File: src/hdl/rotdec_pkg.sv
package rotdec_pkg;

  // Level vector layout: bit 0 button, bit 1 first line, bit 2 second line
  localparam int LVL_W      = 3;
  localparam int BIT_BUTTON = 0;
  localparam int BIT_CLOCK  = 1;
  localparam int BIT_ANTI   = 2;

  localparam int QT_W = 16;
  localparam logic [QT_W-1:0] QT_RESET = 16'd2;

  // event queue between front and back
  localparam int Q_DEPTH = 2;
  localparam int Q_PTR_W = (Q_DEPTH > 1) ? $clog2(Q_DEPTH) : 1;
  localparam int Q_CNT_W = $clog2(Q_DEPTH + 1);

  typedef logic [1:0] ev_code_t;

  localparam ev_code_t EV_RELEASED = 2'd0;
  localparam ev_code_t EV_PRESSED  = 2'd1;
  localparam ev_code_t EV_FORWARD  = 2'd2;
  localparam ev_code_t EV_BACKWARD = 2'd3;

  // one settle: one or two events, first always valid when queued
  typedef struct packed {
    logic     two;
    ev_code_t first;
    ev_code_t second;
  } ev_pair_t;

endpackage

File: src/hdl/rotdec_if.sv
interface rotdec_in_if;
  logic valid;
  logic ready;
  logic button_level;
  logic clock_level;
  logic anti_level;

  modport source (output valid, output button_level, output clock_level,
                  output anti_level, input ready);
  modport sink   (input valid, input button_level, input clock_level,
                  input anti_level, output ready);
endinterface

interface rotdec_out_if import rotdec_pkg::*; ();
  logic     valid;
  logic     ready;
  ev_code_t event_code;
  logic     last_event;

  modport source (output valid, output event_code, output last_event, input ready);
  modport sink   (input valid, input event_code, input last_event, output ready);
endinterface

interface rotdec_cfg_if import rotdec_pkg::*; ();
  logic            valid;
  logic            ready;
  logic [QT_W-1:0] quiet_ticks;

  modport source (output valid, output quiet_ticks, input ready);
  modport sink   (input valid, input quiet_ticks, output ready);
endinterface

File: src/hdl/rotdec_front.sv
module rotdec_front import rotdec_pkg::*; (
  input  logic            clk,
  input  logic            rst_n,
  rotdec_in_if.sink       in_ch,
  rotdec_cfg_if.sink      cfg_ch,
  input  logic            q_full,
  output logic            push,
  output ev_pair_t        push_data
);

  logic [QT_W-1:0]  quiet_ticks_r, quiet_ticks_nxt;
  logic [LVL_W-1:0] raw_r, raw_nxt;
  logic [LVL_W-1:0] settled_r, settled_nxt;
  logic [QT_W-1:0]  quiet_count_r, quiet_count_nxt;
  logic             pending_r, pending_nxt;

  logic [LVL_W-1:0] levels_now;
  logic [QT_W-1:0]  cnt_inc;
  logic             accept;
  logic             settle;
  logic             btn_ev;
  logic             turn_ev;
  ev_code_t         btn_code;
  ev_code_t         turn_code;

  assign in_ch.ready  = ~q_full;
  assign cfg_ch.ready = 1'b1;
  assign accept       = in_ch.valid & in_ch.ready;
  assign levels_now   = {in_ch.anti_level, in_ch.clock_level, in_ch.button_level};

  // saturating quiet counter; a setting of zero acts as one
  assign cnt_inc = (quiet_count_r == '1) ? quiet_count_r : quiet_count_r + 1'b1;
  assign settle  = accept & (levels_now == raw_r) & pending_r & (cnt_inc >= quiet_ticks_r);

  assign btn_ev    = raw_r[BIT_BUTTON] ^ settled_r[BIT_BUTTON];
  assign turn_ev   = (raw_r[BIT_CLOCK] ^ settled_r[BIT_CLOCK]) & ~raw_r[BIT_CLOCK];
  assign btn_code  = raw_r[BIT_BUTTON] ? EV_RELEASED : EV_PRESSED;
  assign turn_code = raw_r[BIT_ANTI] ? EV_BACKWARD : EV_FORWARD;

  assign push             = settle & (btn_ev | turn_ev);
  assign push_data.two    = btn_ev & turn_ev;
  assign push_data.first  = btn_ev ? btn_code : turn_code;
  assign push_data.second = turn_code;

  always_comb begin
    quiet_ticks_nxt = quiet_ticks_r;
    raw_nxt         = raw_r;
    settled_nxt     = settled_r;
    quiet_count_nxt = quiet_count_r;
    pending_nxt     = pending_r;
    if (cfg_ch.valid) begin
      quiet_ticks_nxt = cfg_ch.quiet_ticks;
    end
    if (accept) begin
      if (levels_now != raw_r) begin
        raw_nxt         = levels_now;
        quiet_count_nxt = '0;
        pending_nxt     = 1'b1;
      end else if (settle) begin
        settled_nxt     = raw_r;
        quiet_count_nxt = '0;
        pending_nxt     = 1'b0;
      end else if (pending_r) begin
        quiet_count_nxt = cnt_inc;
      end
    end
  end

  always_ff @(posedge clk) begin
    if (!rst_n) begin
      quiet_ticks_r <= QT_RESET;
      raw_r         <= '1;
      settled_r     <= '1;
      quiet_count_r <= '0;
      pending_r     <= 1'b0;
    end else begin
      quiet_ticks_r <= quiet_ticks_nxt;
      raw_r         <= raw_nxt;
      settled_r     <= settled_nxt;
      quiet_count_r <= quiet_count_nxt;
      pending_r     <= pending_nxt;
    end
  end

  // timer only runs while a change waits
  a_idle_count_zero: assert property (@(posedge clk) disable iff (!rst_n)
    !pending_r |-> quiet_count_r == '0)
    else $error("quiet counter running with nothing pending");

endmodule

File: src/hdl/rotdec_queue.sv
module rotdec_queue import rotdec_pkg::*; (
  input  logic     clk,
  input  logic     rst_n,
  input  logic     push,
  input  ev_pair_t push_data,
  input  logic     pop,
  output ev_pair_t head,
  output logic     full,
  output logic     empty
);

  ev_pair_t             slot_r [Q_DEPTH];
  logic [Q_PTR_W-1:0]   wr_ptr_r, wr_ptr_nxt;
  logic [Q_PTR_W-1:0]   rd_ptr_r, rd_ptr_nxt;
  logic [Q_CNT_W-1:0]   count_r, count_nxt;

  assign full  = (count_r == Q_CNT_W'(Q_DEPTH));
  assign empty = (count_r == '0);
  assign head  = slot_r[rd_ptr_r];

  always_comb begin
    wr_ptr_nxt = wr_ptr_r;
    rd_ptr_nxt = rd_ptr_r;
    count_nxt  = count_r;
    if (push) begin
      wr_ptr_nxt = (wr_ptr_r == Q_PTR_W'(Q_DEPTH - 1)) ? '0 : wr_ptr_r + 1'b1;
    end
    if (pop) begin
      rd_ptr_nxt = (rd_ptr_r == Q_PTR_W'(Q_DEPTH - 1)) ? '0 : rd_ptr_r + 1'b1;
    end
    if (push && !pop) begin
      count_nxt = count_r + 1'b1;
    end else if (pop && !push) begin
      count_nxt = count_r - 1'b1;
    end
  end

  always_ff @(posedge clk) begin
    if (push) begin
      slot_r[wr_ptr_r] <= push_data;
    end
  end

  always_ff @(posedge clk) begin
    if (!rst_n) begin
      wr_ptr_r <= '0;
      rd_ptr_r <= '0;
      count_r  <= '0;
    end else begin
      wr_ptr_r <= wr_ptr_nxt;
      rd_ptr_r <= rd_ptr_nxt;
      count_r  <= count_nxt;
    end
  end

  a_no_overflow: assert property (@(posedge clk) disable iff (!rst_n)
    push |-> !full)
    else $error("event queue overflow");

  a_no_underflow: assert property (@(posedge clk) disable iff (!rst_n)
    pop |-> !empty)
    else $error("event queue underflow");

endmodule

File: src/hdl/rotdec_back.sv
module rotdec_back import rotdec_pkg::*; (
  input  logic        clk,
  input  logic        rst_n,
  input  logic        q_empty,
  input  ev_pair_t    q_head,
  output logic        pop,
  rotdec_out_if.source out_ch
);

  logic     out_valid_r, out_valid_nxt;
  ev_code_t out_code_r, out_code_nxt;
  logic     out_last_r, out_last_nxt;
  logic     second_r, second_nxt;   // head's second event still to go
  logic     load;

  assign load              = ~out_valid_r | out_ch.ready;
  assign out_ch.valid      = out_valid_r;
  assign out_ch.event_code = out_code_r;
  assign out_ch.last_event = out_last_r;

  always_comb begin
    out_valid_nxt = out_valid_r;
    out_code_nxt  = out_code_r;
    out_last_nxt  = out_last_r;
    second_nxt    = second_r;
    pop           = 1'b0;
    if (load) begin
      if (second_r) begin
        out_valid_nxt = 1'b1;
        out_code_nxt  = q_head.second;
        out_last_nxt  = 1'b1;
        second_nxt    = 1'b0;
        pop           = 1'b1;
      end else if (!q_empty) begin
        out_valid_nxt = 1'b1;
        out_code_nxt  = q_head.first;
        out_last_nxt  = ~q_head.two;
        second_nxt    = q_head.two;
        pop           = ~q_head.two;
      end else begin
        out_valid_nxt = 1'b0;
      end
    end
  end

  always_ff @(posedge clk) begin
    out_code_r <= out_code_nxt;
    out_last_r <= out_last_nxt;
  end

  always_ff @(posedge clk) begin
    if (!rst_n) begin
      out_valid_r <= 1'b0;
      second_r    <= 1'b0;
    end else begin
      out_valid_r <= out_valid_nxt;
      second_r    <= second_nxt;
    end
  end

  a_second_has_head: assert property (@(posedge clk) disable iff (!rst_n)
    second_r |-> !q_empty)
    else $error("second event pending without queue entry");

  a_second_not_last: assert property (@(posedge clk) disable iff (!rst_n)
    second_r |-> out_valid_r && !out_last_r)
    else $error("first of a pair marked as last");

endmodule

File: src/hdl/rotary_encoder_debounce_decoder_unit.sv
// Channel  Dir  Payload                                   Transfer
// in_ch    in   button_level, clock_level, anti_level     valid & ready
// out_ch   out  event_code[1:0], last_event               valid & ready
// cfg_ch   in   quiet_ticks[15:0]                         valid & ready (always ready)
//
// One input transfer per cycle while the event queue has room; most ticks give no event.
// A settle emits one or two events, one output transfer per cycle while out_ch is ready.
// Queue of two settles decouples sampling from a stalled consumer; in_ch.ready drops only
// when it is full. Output is registered; a stall holds it without blocking the front.
// Synchronous active-low reset: levels all high, timer clear, quiet_ticks back to 2.
module rotary_encoder_debounce_decoder_unit import rotdec_pkg::*; (
  input  logic         clk,
  input  logic         rst_n,
  rotdec_in_if.sink    in_ch,
  rotdec_cfg_if.sink   cfg_ch,
  rotdec_out_if.source out_ch
);

  // front -> queue
  logic     push;
  ev_pair_t push_data;
  // queue -> back
  logic     pop;
  ev_pair_t q_head;
  logic     q_full;
  logic     q_empty;

  // Front: debounce timer and settle classification; queues only settles that emit.
  rotdec_front u_front (
    .clk       (clk),
    .rst_n     (rst_n),
    .in_ch     (in_ch),
    .cfg_ch    (cfg_ch),
    .q_full    (q_full),
    .push      (push),
    .push_data (push_data)
  );

  // Short queue of event pairs between the two halves.
  rotdec_queue u_queue (
    .clk       (clk),
    .rst_n     (rst_n),
    .push      (push),
    .push_data (push_data),
    .pop       (pop),
    .head      (q_head),
    .full      (q_full),
    .empty     (q_empty)
  );

  // Back: splits each pair into single events, tags the last one of a tick.
  rotdec_back u_back (
    .clk     (clk),
    .rst_n   (rst_n),
    .q_empty (q_empty),
    .q_head  (q_head),
    .pop     (pop),
    .out_ch  (out_ch)
  );

endmodule

File: src/flat_wrapper.sv
// flat-port wrapper written by rule: the top's interface ports become plain ports
module rotary_encoder_debounce_decoder_unit_flat import rotdec_pkg::*;
  (clk, rst_n, in_ch_valid, in_ch_button_level, in_ch_clock_level, in_ch_anti_level, in_ch_ready, cfg_ch_valid, cfg_ch_quiet_ticks, cfg_ch_ready, out_ch_valid, out_ch_event_code, out_ch_last_event, out_ch_ready);
  rotdec_in_if in_ch_i ();
  rotdec_cfg_if cfg_ch_i ();
  rotdec_out_if out_ch_i ();
  input  logic clk;
  input  logic rst_n;
  input wire logic [$bits(in_ch_i.valid)-1:0] in_ch_valid;
  input wire logic [$bits(in_ch_i.button_level)-1:0] in_ch_button_level;
  input wire logic [$bits(in_ch_i.clock_level)-1:0] in_ch_clock_level;
  input wire logic [$bits(in_ch_i.anti_level)-1:0] in_ch_anti_level;
  output wire logic [$bits(in_ch_i.ready)-1:0] in_ch_ready;
  input wire logic [$bits(cfg_ch_i.valid)-1:0] cfg_ch_valid;
  input wire logic [$bits(cfg_ch_i.quiet_ticks)-1:0] cfg_ch_quiet_ticks;
  output wire logic [$bits(cfg_ch_i.ready)-1:0] cfg_ch_ready;
  output wire logic [$bits(out_ch_i.valid)-1:0] out_ch_valid;
  output wire logic [$bits(out_ch_i.event_code)-1:0] out_ch_event_code;
  output wire logic [$bits(out_ch_i.last_event)-1:0] out_ch_last_event;
  input wire logic [$bits(out_ch_i.ready)-1:0] out_ch_ready;
  assign in_ch_i.valid = in_ch_valid;
  assign in_ch_i.button_level = in_ch_button_level;
  assign in_ch_i.clock_level = in_ch_clock_level;
  assign in_ch_i.anti_level = in_ch_anti_level;
  assign in_ch_ready = in_ch_i.ready;
  assign cfg_ch_i.valid = cfg_ch_valid;
  assign cfg_ch_i.quiet_ticks = cfg_ch_quiet_ticks;
  assign cfg_ch_ready = cfg_ch_i.ready;
  assign out_ch_valid = out_ch_i.valid;
  assign out_ch_event_code = out_ch_i.event_code;
  assign out_ch_last_event = out_ch_i.last_event;
  assign out_ch_i.ready = out_ch_ready;
  rotary_encoder_debounce_decoder_unit u_core (.clk(clk), .rst_n(rst_n), .in_ch(in_ch_i), .cfg_ch(cfg_ch_i), .out_ch(out_ch_i));
endmodule
File: config.mk
export PLATFORM = sky130hd
export DESIGN_NAME = rotary_encoder_debounce_decoder_unit_flat
export DESIGN_NICKNAME = d
export VERILOG_FILES = /design/src/hdl/rotdec_pkg.sv /design/src/hdl/rotdec_if.sv /design/src/hdl/rotdec_front.sv /design/src/hdl/rotdec_queue.sv /design/src/hdl/rotdec_back.sv /design/src/hdl/rotary_encoder_debounce_decoder_unit.sv /design/src/flat_wrapper.sv
export SDC_FILE = /design/constraint.sdc
export NUM_CORES = 1
export LEC_CHECK = 0
export BUFFER_PORTS_ARGS = -buffer_cell sky130_fd_sc_hd__buf_2
export CAP_MARGIN = 20
export CELL_PAD_IN_SITES_DETAIL_PLACEMENT = 0
export CELL_PAD_IN_SITES_GLOBAL_PLACEMENT = 1
export CORE_MARGIN = 5
export CORE_UTILIZATION = 45
export DETAILED_ROUTE_END_ITERATION = 8
export PLACE_DENSITY = 0.79
export SYNTH_ARGS = -nofsm -noshare
export SYNTH_HDL_FRONTEND = slang
export SYNTH_SLANG_ARGS = --single-unit
export TNS_END_PERCENT = 100
File: constraint.sdc
create_clock -name clk -period 10.8 [get_ports clk]
set_clock_uncertainty 0.15 [all_clocks]
set_input_delay 0 -clock clk [delete_from_list [all_inputs] [get_ports clk]]
set_output_delay 0 -clock clk [all_outputs]
set_load 0.005 [all_outputs]
[Word-level counts from Yosys, hierarchy flattened]
Memories as Yosys holds them, arrays and structs flattened. A register that Yosys moved wholly into a read port is not among the register bits.
Cells that the tools add are included.
Storage, ports and cells
  bits in latches: 0
  input port bits: 24
  bits in writable memories: 8
  register bits after elaboration: 47
  memory bits (read-only): 0
  memories kept: 1
  output and inout bits: 6
Memory list
  u_core.u_queue.slot_r: words 2, bits a word 4, rd ports 1, clocked after Yosys merged registers in 1, wr ports 1, line rotdec_queue.sv:12  | ev_pair_t slot_r [Q_DEPTH];
Cells by class
  mux-type cells: 27
  bitwise operators: 16
  add/sub/neg operators: 5
  shift operators: 0
  divide/modulo/power cells: 0
  reductions and logical operators: 13
  $mul: 0
  magnitude comparators: 1
  equality and inequality tests: 5
Operators with widths (count)
  $mux W16: 4
  $mux W1: 18
  $add A16 B1 Y16 const B: 1
  $eq A16 B16 Y1 const B: 1
  $ge A16 B16 Y1: 1
  $mux W2: 5
  $reduce_and A2 Y1: 4
  $and A1 B1 Y1: 7
  $not A1 Y1: 5
  $reduce_bool A2 Y1: 2
  $eq A3 B3 Y1: 1
  $ne A3 B3 Y1: 1
  $reduce_and A3 Y1: 1
  $reduce_bool A3 Y1: 1
  $add A1 B1 Y1 const B: 2
  $add A2 B1 Y2 const B: 1
  $eq A2 B2 Y1 const B: 1
  $logic_and A1 B1 Y1: 2
  $logic_not A1 Y1: 2
  $logic_not A2 Y1: 1
  $ne A2 B1 Y1 const B: 1
  $or A1 B1 Y1: 2
  $sub A2 B1 Y2 const B: 1
  $xor A1 B1 Y1: 2

[Longest topological paths before layout]
  depth in word-level cells: 11
  gate-level depth with buffers: 18
  mapped depth without buffers: 16

[Cells and area by module]
A second synthesis with hierarchy kept.
Second synthesis, totals
  cells, all modules: 322
  area, all modules: 3176.8 µm²
Modules (own cells, without submodules)
  rotdec_front: sequential area each 760.7 µm², instances 1, area each 2372.3 µm², cells each 267
  rotdec_queue: sequential area each 400.4 µm², instances 1, area each 575.6 µm², cells each 37
  rotdec_back: sequential area each 130.1 µm², instances 1, area each 229.0 µm², cells each 18

[Worst setup path before layout]
OpenSTA, ideal clock, no wires.
  path kind: reg-to-reg
  start point: register u_core.u_front.quiet_count_r[0]
  end point: register u_core.u_queue.count_r[1]
  period minus slack after synthesis: 4197 ps
  cell stages (with the launch flop): 18
  setup slack: 6603 ps
  arrival time: 3972 ps
  library setup time: 76 ps
  path through: dfxtp_1 -> ha_1 -> and3_1 -> clkbuf_1 -> and4_1 -> a211o_1 -> nor2_1 -> xor2_1 -> ha_1 -> a21oi_1 -> nor2_1 -> a311o_1 -> or4_4 -> buf_6 -> and2_1 -> ha_1 -> or3_1 -> a21boi_0
Between the ends
  longest elaborated chain between the ends: 8
Ends and longest elaborated chain
  start: declaration: line rotdec_front.sv:14  | logic [QT_W-1:0] quiet_count_r, quiet_count_nxt;
  start signal: assignment: line rotdec_front.sv:80  | quiet_count_r <= quiet_count_nxt;
  $add A16 B1 Y16 / $eq A16 B16 Y1 (equally long branches): line rotdec_front.sv:32  | assign cnt_inc = (quiet_count_r == '1) ? quiet_count_r : quiet_count_r + 1'b1;
  $mux W16 (*): line rotdec_front.sv:32
  $ge A16 B16 Y1 (*): line rotdec_front.sv:33  | assign settle = accept & (levels_now == raw_r) & pending_r & (cnt_inc >= quiet_ticks_r);
  $and A1 B1 Y1 (*): line rotdec_front.sv:33
  $and A1 B1 Y1 (*): line rotdec_front.sv:40  | assign push = settle & (btn_ev | turn_ev);
  named net u_core.push: line rotary_encoder_debounce_decoder_unit.sv:20  | logic push;
  $logic_not A1 Y1: line rotdec_queue.sv:33  | end else if (pop && !push) begin
  $logic_and A1 B1 Y1: line rotdec_queue.sv:33
  $reduce_bool A2 Y1 (no line)
  end signal: assignment: line rotdec_queue.sv:52  | count_r <= count_nxt;
  end: declaration: line rotdec_queue.sv:15  | logic [Q_CNT_W-1:0] count_r, count_nxt;
The timed path passes the listed nets; every way through them passes the cells marked *.
A chain may end at the register's enable or synchronous reset.

[Worst setup path after layout]
Same ends and word-level chain as after synthesis.

==> impl_results.md <==
* Number of max-cap violations at 0
* Worst setup EP type: flop
* Family with the most delay on the worst path: simple AND/OR/NAND/NOR gates
* DRT Pass-1 Iters at 4
* Final Max Slew Viols at 0
* Post-synthesis register bit count at 56
* Peak supply drop at a little over 0.06 mV
* Crit path max fanout at 16
* Main combinational cell family by area after synthesis: simple AND/OR/NAND/NOR gates
* Worst Path Arrival at approximately 4.6 ns
* Setup CP Type: flop to flop
* First-pass GRT wire length at approximately 11000 µm
* DPL Wire Length at between 4000 and 5000 µm
* Layout Nets at 406
* Number of global-route vias before repair at around 2300
* Cells after Synth at 321
* Post-CTS sizing at 0
* Crit path launch type: flop
* Compound-Gate Fraction of Synth Area at 0.142
* CP bufs+invs at 0
* GRT Util Overall at 0.155
* Fin Hold WS at roughly 0.017 ns
* Starting Density at 0.455
* Ant diodes at 0
* Area of the core at ~6700 µm²
* EDFF count, synth at 11
* Number of I/O port buffers at 28
* Worst Hold End: u_core.u_front.raw_r[0]
* Endpoints failing setup at 0
* Reg2Reg Depth at 15
* Slowest cell delay on critical path at between 0.5 and 0.6 ns
* Htree depth at 2
* Crit path cell chain: ha_1, and3_1, and4_1, a211o_1, nor2_1, xor2_1, ha_1, a21oi_1, nor2_1, a311o_1, or4_4, and2_1, ha_1, or3_1, a21boi_0
* Clk Latency, worst-skew pair at roughly 0.32 ns
* Final WL at 6340 µm
* Share of layout cells above drive strength 1 at 0.140
* # DRC at 0
* Crit share post-route at 0.416
* DRT iter0 DRCs at between 100 and 150
* Hold Path Stages at 3
* R2R Path Start: u_core.u_front.quiet_count_r[0]
* Top_reg_cell synth: dfxtp_1
* CTS clk-pin slew, worst paths at ~0.10 ns
* Post-synth ARST share at 0
* CTS tree: built
* Full die area at about 8500 µm²
* Actual slew at the worst max-slew pin at 0.863 ns
* Initial antenna violation count at 0
* Pleak at about 1.5 nW
* Crit-path most repeated cell: ha_1
* Worst path slowest cell: or4_4
* TritonCTS buffer count at 5
* Via density at between 5 and 6
* Fmax achieved at about 220 MHz
* Die height at about 92 µm
* GP Congestion at about 0.80
* Vias at ~2400
* Die X-Extent at between 90 and 100 µm
* Outcome: finished clean
* Post-Synth Adder-Cell Area at 0.0769
* Power Total at 0.000470 W
* Row Count at 30
* WP data required at approximately 11 ns
* PwrDens at between 100 and 150 nW/µm²
* GRT overflow at 0
* Mux share of post-synthesis cell area at 0.0741
* # IOs at 30
* Root Driver: clkbuf_8
* R2r setup slk at roughly 6.3 ns
* Rel. slew slack at 0.417
* Min-Delay Startpoint: in_ch_valid
* Largest net degree at the start of global routing at 38
* Worst R2R End: u_core.u_queue.count_r[1]
* TritonCTS Sinks at 56
* Synth warnings at 0
* Mapped cell area at between 3000 and 4000 µm²
* Hold Crit Class: primary input to flop
* Distinct cells, synth at between 50 and 60
* RSZ-0062 raised after global routing: no
* Longest Clk Path Bufs at 2
* Area delta synth->final at 15.8%
* CP startpoint: u_core.u_front.quiet_count_r[0]
* Routed length per instance at 14.2 µm
* Sequential-to-total area share from yosys stat at 0.403
* Synth Area in XOR/XNOR at 0.0344
* Final hold violation count at 0
* Final antenna-violating net count at 0
* Synth Area in Simple Gates at 0.220
* Period minus WS final at roughly 4.5 ns
* Post-Syn Nets at between 300 and 400
* Final setup TNS at 0 ns
* Mean Syn Cell Area at ~9.5 µm²
-- synthesized netlist by cell type, types with 2 or more instances --
cell      count  area share
dfxtp_1      45        0.29
nand2_1      25       0.031
inv_1        20       0.025
nor2b_1      19       0.039
ha_1         18       0.074
mux2i_1      17       0.056
nand3_1      14       0.023
nor2_1       13       0.016
edfxtp_1     11        0.11
and2_1       10       0.020
nor3_1        9       0.015
o21ai_0       9       0.015
clkbuf_1      8      0.0098
a21oi_1       6      0.0098
a22o_1        6       0.017
xnor2_1       6       0.017
xor2_1        6       0.017
a211oi_1      5       0.012
nand4_1       5       0.010
o211ai_1      5       0.012
a32o_1        4       0.013
and3_1        4      0.0082
nand2b_1      4      0.0082
a21o_1        3      0.0074
a31oi_1       3      0.0061
and4_1        3      0.0086
mux2_2        3       0.011
or2_2         3      0.0061
a211o_1       2      0.0057
a21boi_0      2      0.0049
buf_2         2      0.0033
buf_6         2      0.0074
nor4_1        2      0.0041
o21a_1        2      0.0049
o22a_1        2      0.0057
or3_1         2      0.0041
-- power breakdown --
| group | internal [W] | switching [W] | total, W |
|---|---|---|---|
| registers | 0.000235 | 0.0000139 | 0.000249 |
| clock network | 0.0000527 | 0.0000721 | 0.000125 |
| logic | 0.0000479 | 0.0000477 | 0.0000957 |
| total | 0.000336 | 0.000134 | 0.000470 |
-- worst max-delay path by stage --
stage,to,slack [ns],cells after the start
2_1_floorplan,u_core.u_queue.count_r[1],6.60,17
3_3_place_gp,u_core.u_queue.count_r[1],6.36,15
3_5_place_dp,u_core.u_queue.count_r[1],6.33,15
4_1_cts,u_core.u_queue.count_r[1],6.29,15
5_1_grt,u_core.u_queue.count_r[1],6.09,15
6_report,u_core.u_queue.count_r[1],6.30,15
-- stage by stage --
stage / instance area [µm²] / util / setup WS (ns) / cells
after detailed placement: 3220 / 0.480 / 6.33 / 415
after global placement: 3220 / 0.480 / 6.36 / 415
final: 3540 / 0.527 / 6.30 / 445
after global routing: 3540 / 0.527 / 6.09 / 445
after CTS: 3540 / 0.527 / 6.29 / 445
after floorplan: 3060 / - / 6.60 / 321
-- cell type report --
cell class,count,area (µm²)
Timing Repair Buffer,50,360
Sequential cell,56,1230
Inverter,20,75.1
Fill cell,620,3180
Tap cell,80,100
Clock inverter,2,13.8
Clock buffer,6,82.6
Multi-Input combinational cell,231,1680
-- state kept, by name, indices dropped and copies added (netlist names), 2 cells and up, named ones only --
| signal | count |
|---|---|
| u_core.u_front.raw_r | 3 |
| u_core.u_back.out_ch.event_code | 2 |
| u_core.u_front.settled_r | 2 |
| u_core.u_queue.count_r | 2 |
| u_core.u_queue.slot_r | 8 |
| u_core.u_front.quiet_ticks_r | 16 |
| u_core.u_front.quiet_count_r | 16 |
-- worst reg2reg max path, stage by stage, from the launching register on --
cell and delay, ns:
dfxtp_1 0.38, ha_1 0.23, and3_1 0.23, and4_1 0.28, a211o_1 0.35, nor2_1 0.13, xor2_1 0.22, ha_1 0.28
a21oi_1 0.13, nor2_1 0.05, a311o_1 0.38, or4_4 0.55, and2_1 0.22, ha_1 0.32, or3_1 0.38, a21boi_0 0.16
-- metal layers --
metal	track usage	vias up	routed length, µm
li1	-	1234	-
met1	0.181	1083	2780
met2	0.288	48	3230
met3	0.0309	9	252
met4	0.0408	0	76
met5	0	-	0
-- logic make-up (layout without fill, tap and decap cells) --
| family | Yosys count | count (layout) |
|---|---|---|
| other cells | 1 | 1 |
| simple gates | 122 | 122 |
| buf+inv | 34 | 78 |
| fa+ha+maj | 19 | 19 |
| xor+xnor | 12 | 12 |
| compound gates | 56 | 56 |
| flops | 56 | 56 |
| mux | 21 | 21 |
-- repair_timing --
action	CTS	global route
hold endpoints to repair	20	0
hold buffers	22	0
buffers inserted	0	0
-- cell usage in the layout (no fill, tap or decap), types with 9 or more instances in the layout --
master,n
and2_1,10
buf_2,28
dfxtp_1,45
dlygate4sd3_1,22
edfxtp_1,11
ha_1,18
inv_1,20
mux2i_1,17
nand2_1,25
nand3_1,14
nor2_1,13
nor2b_1,19
nor3_1,9
o21ai_0,9
(Power assumes the default switching activity.)
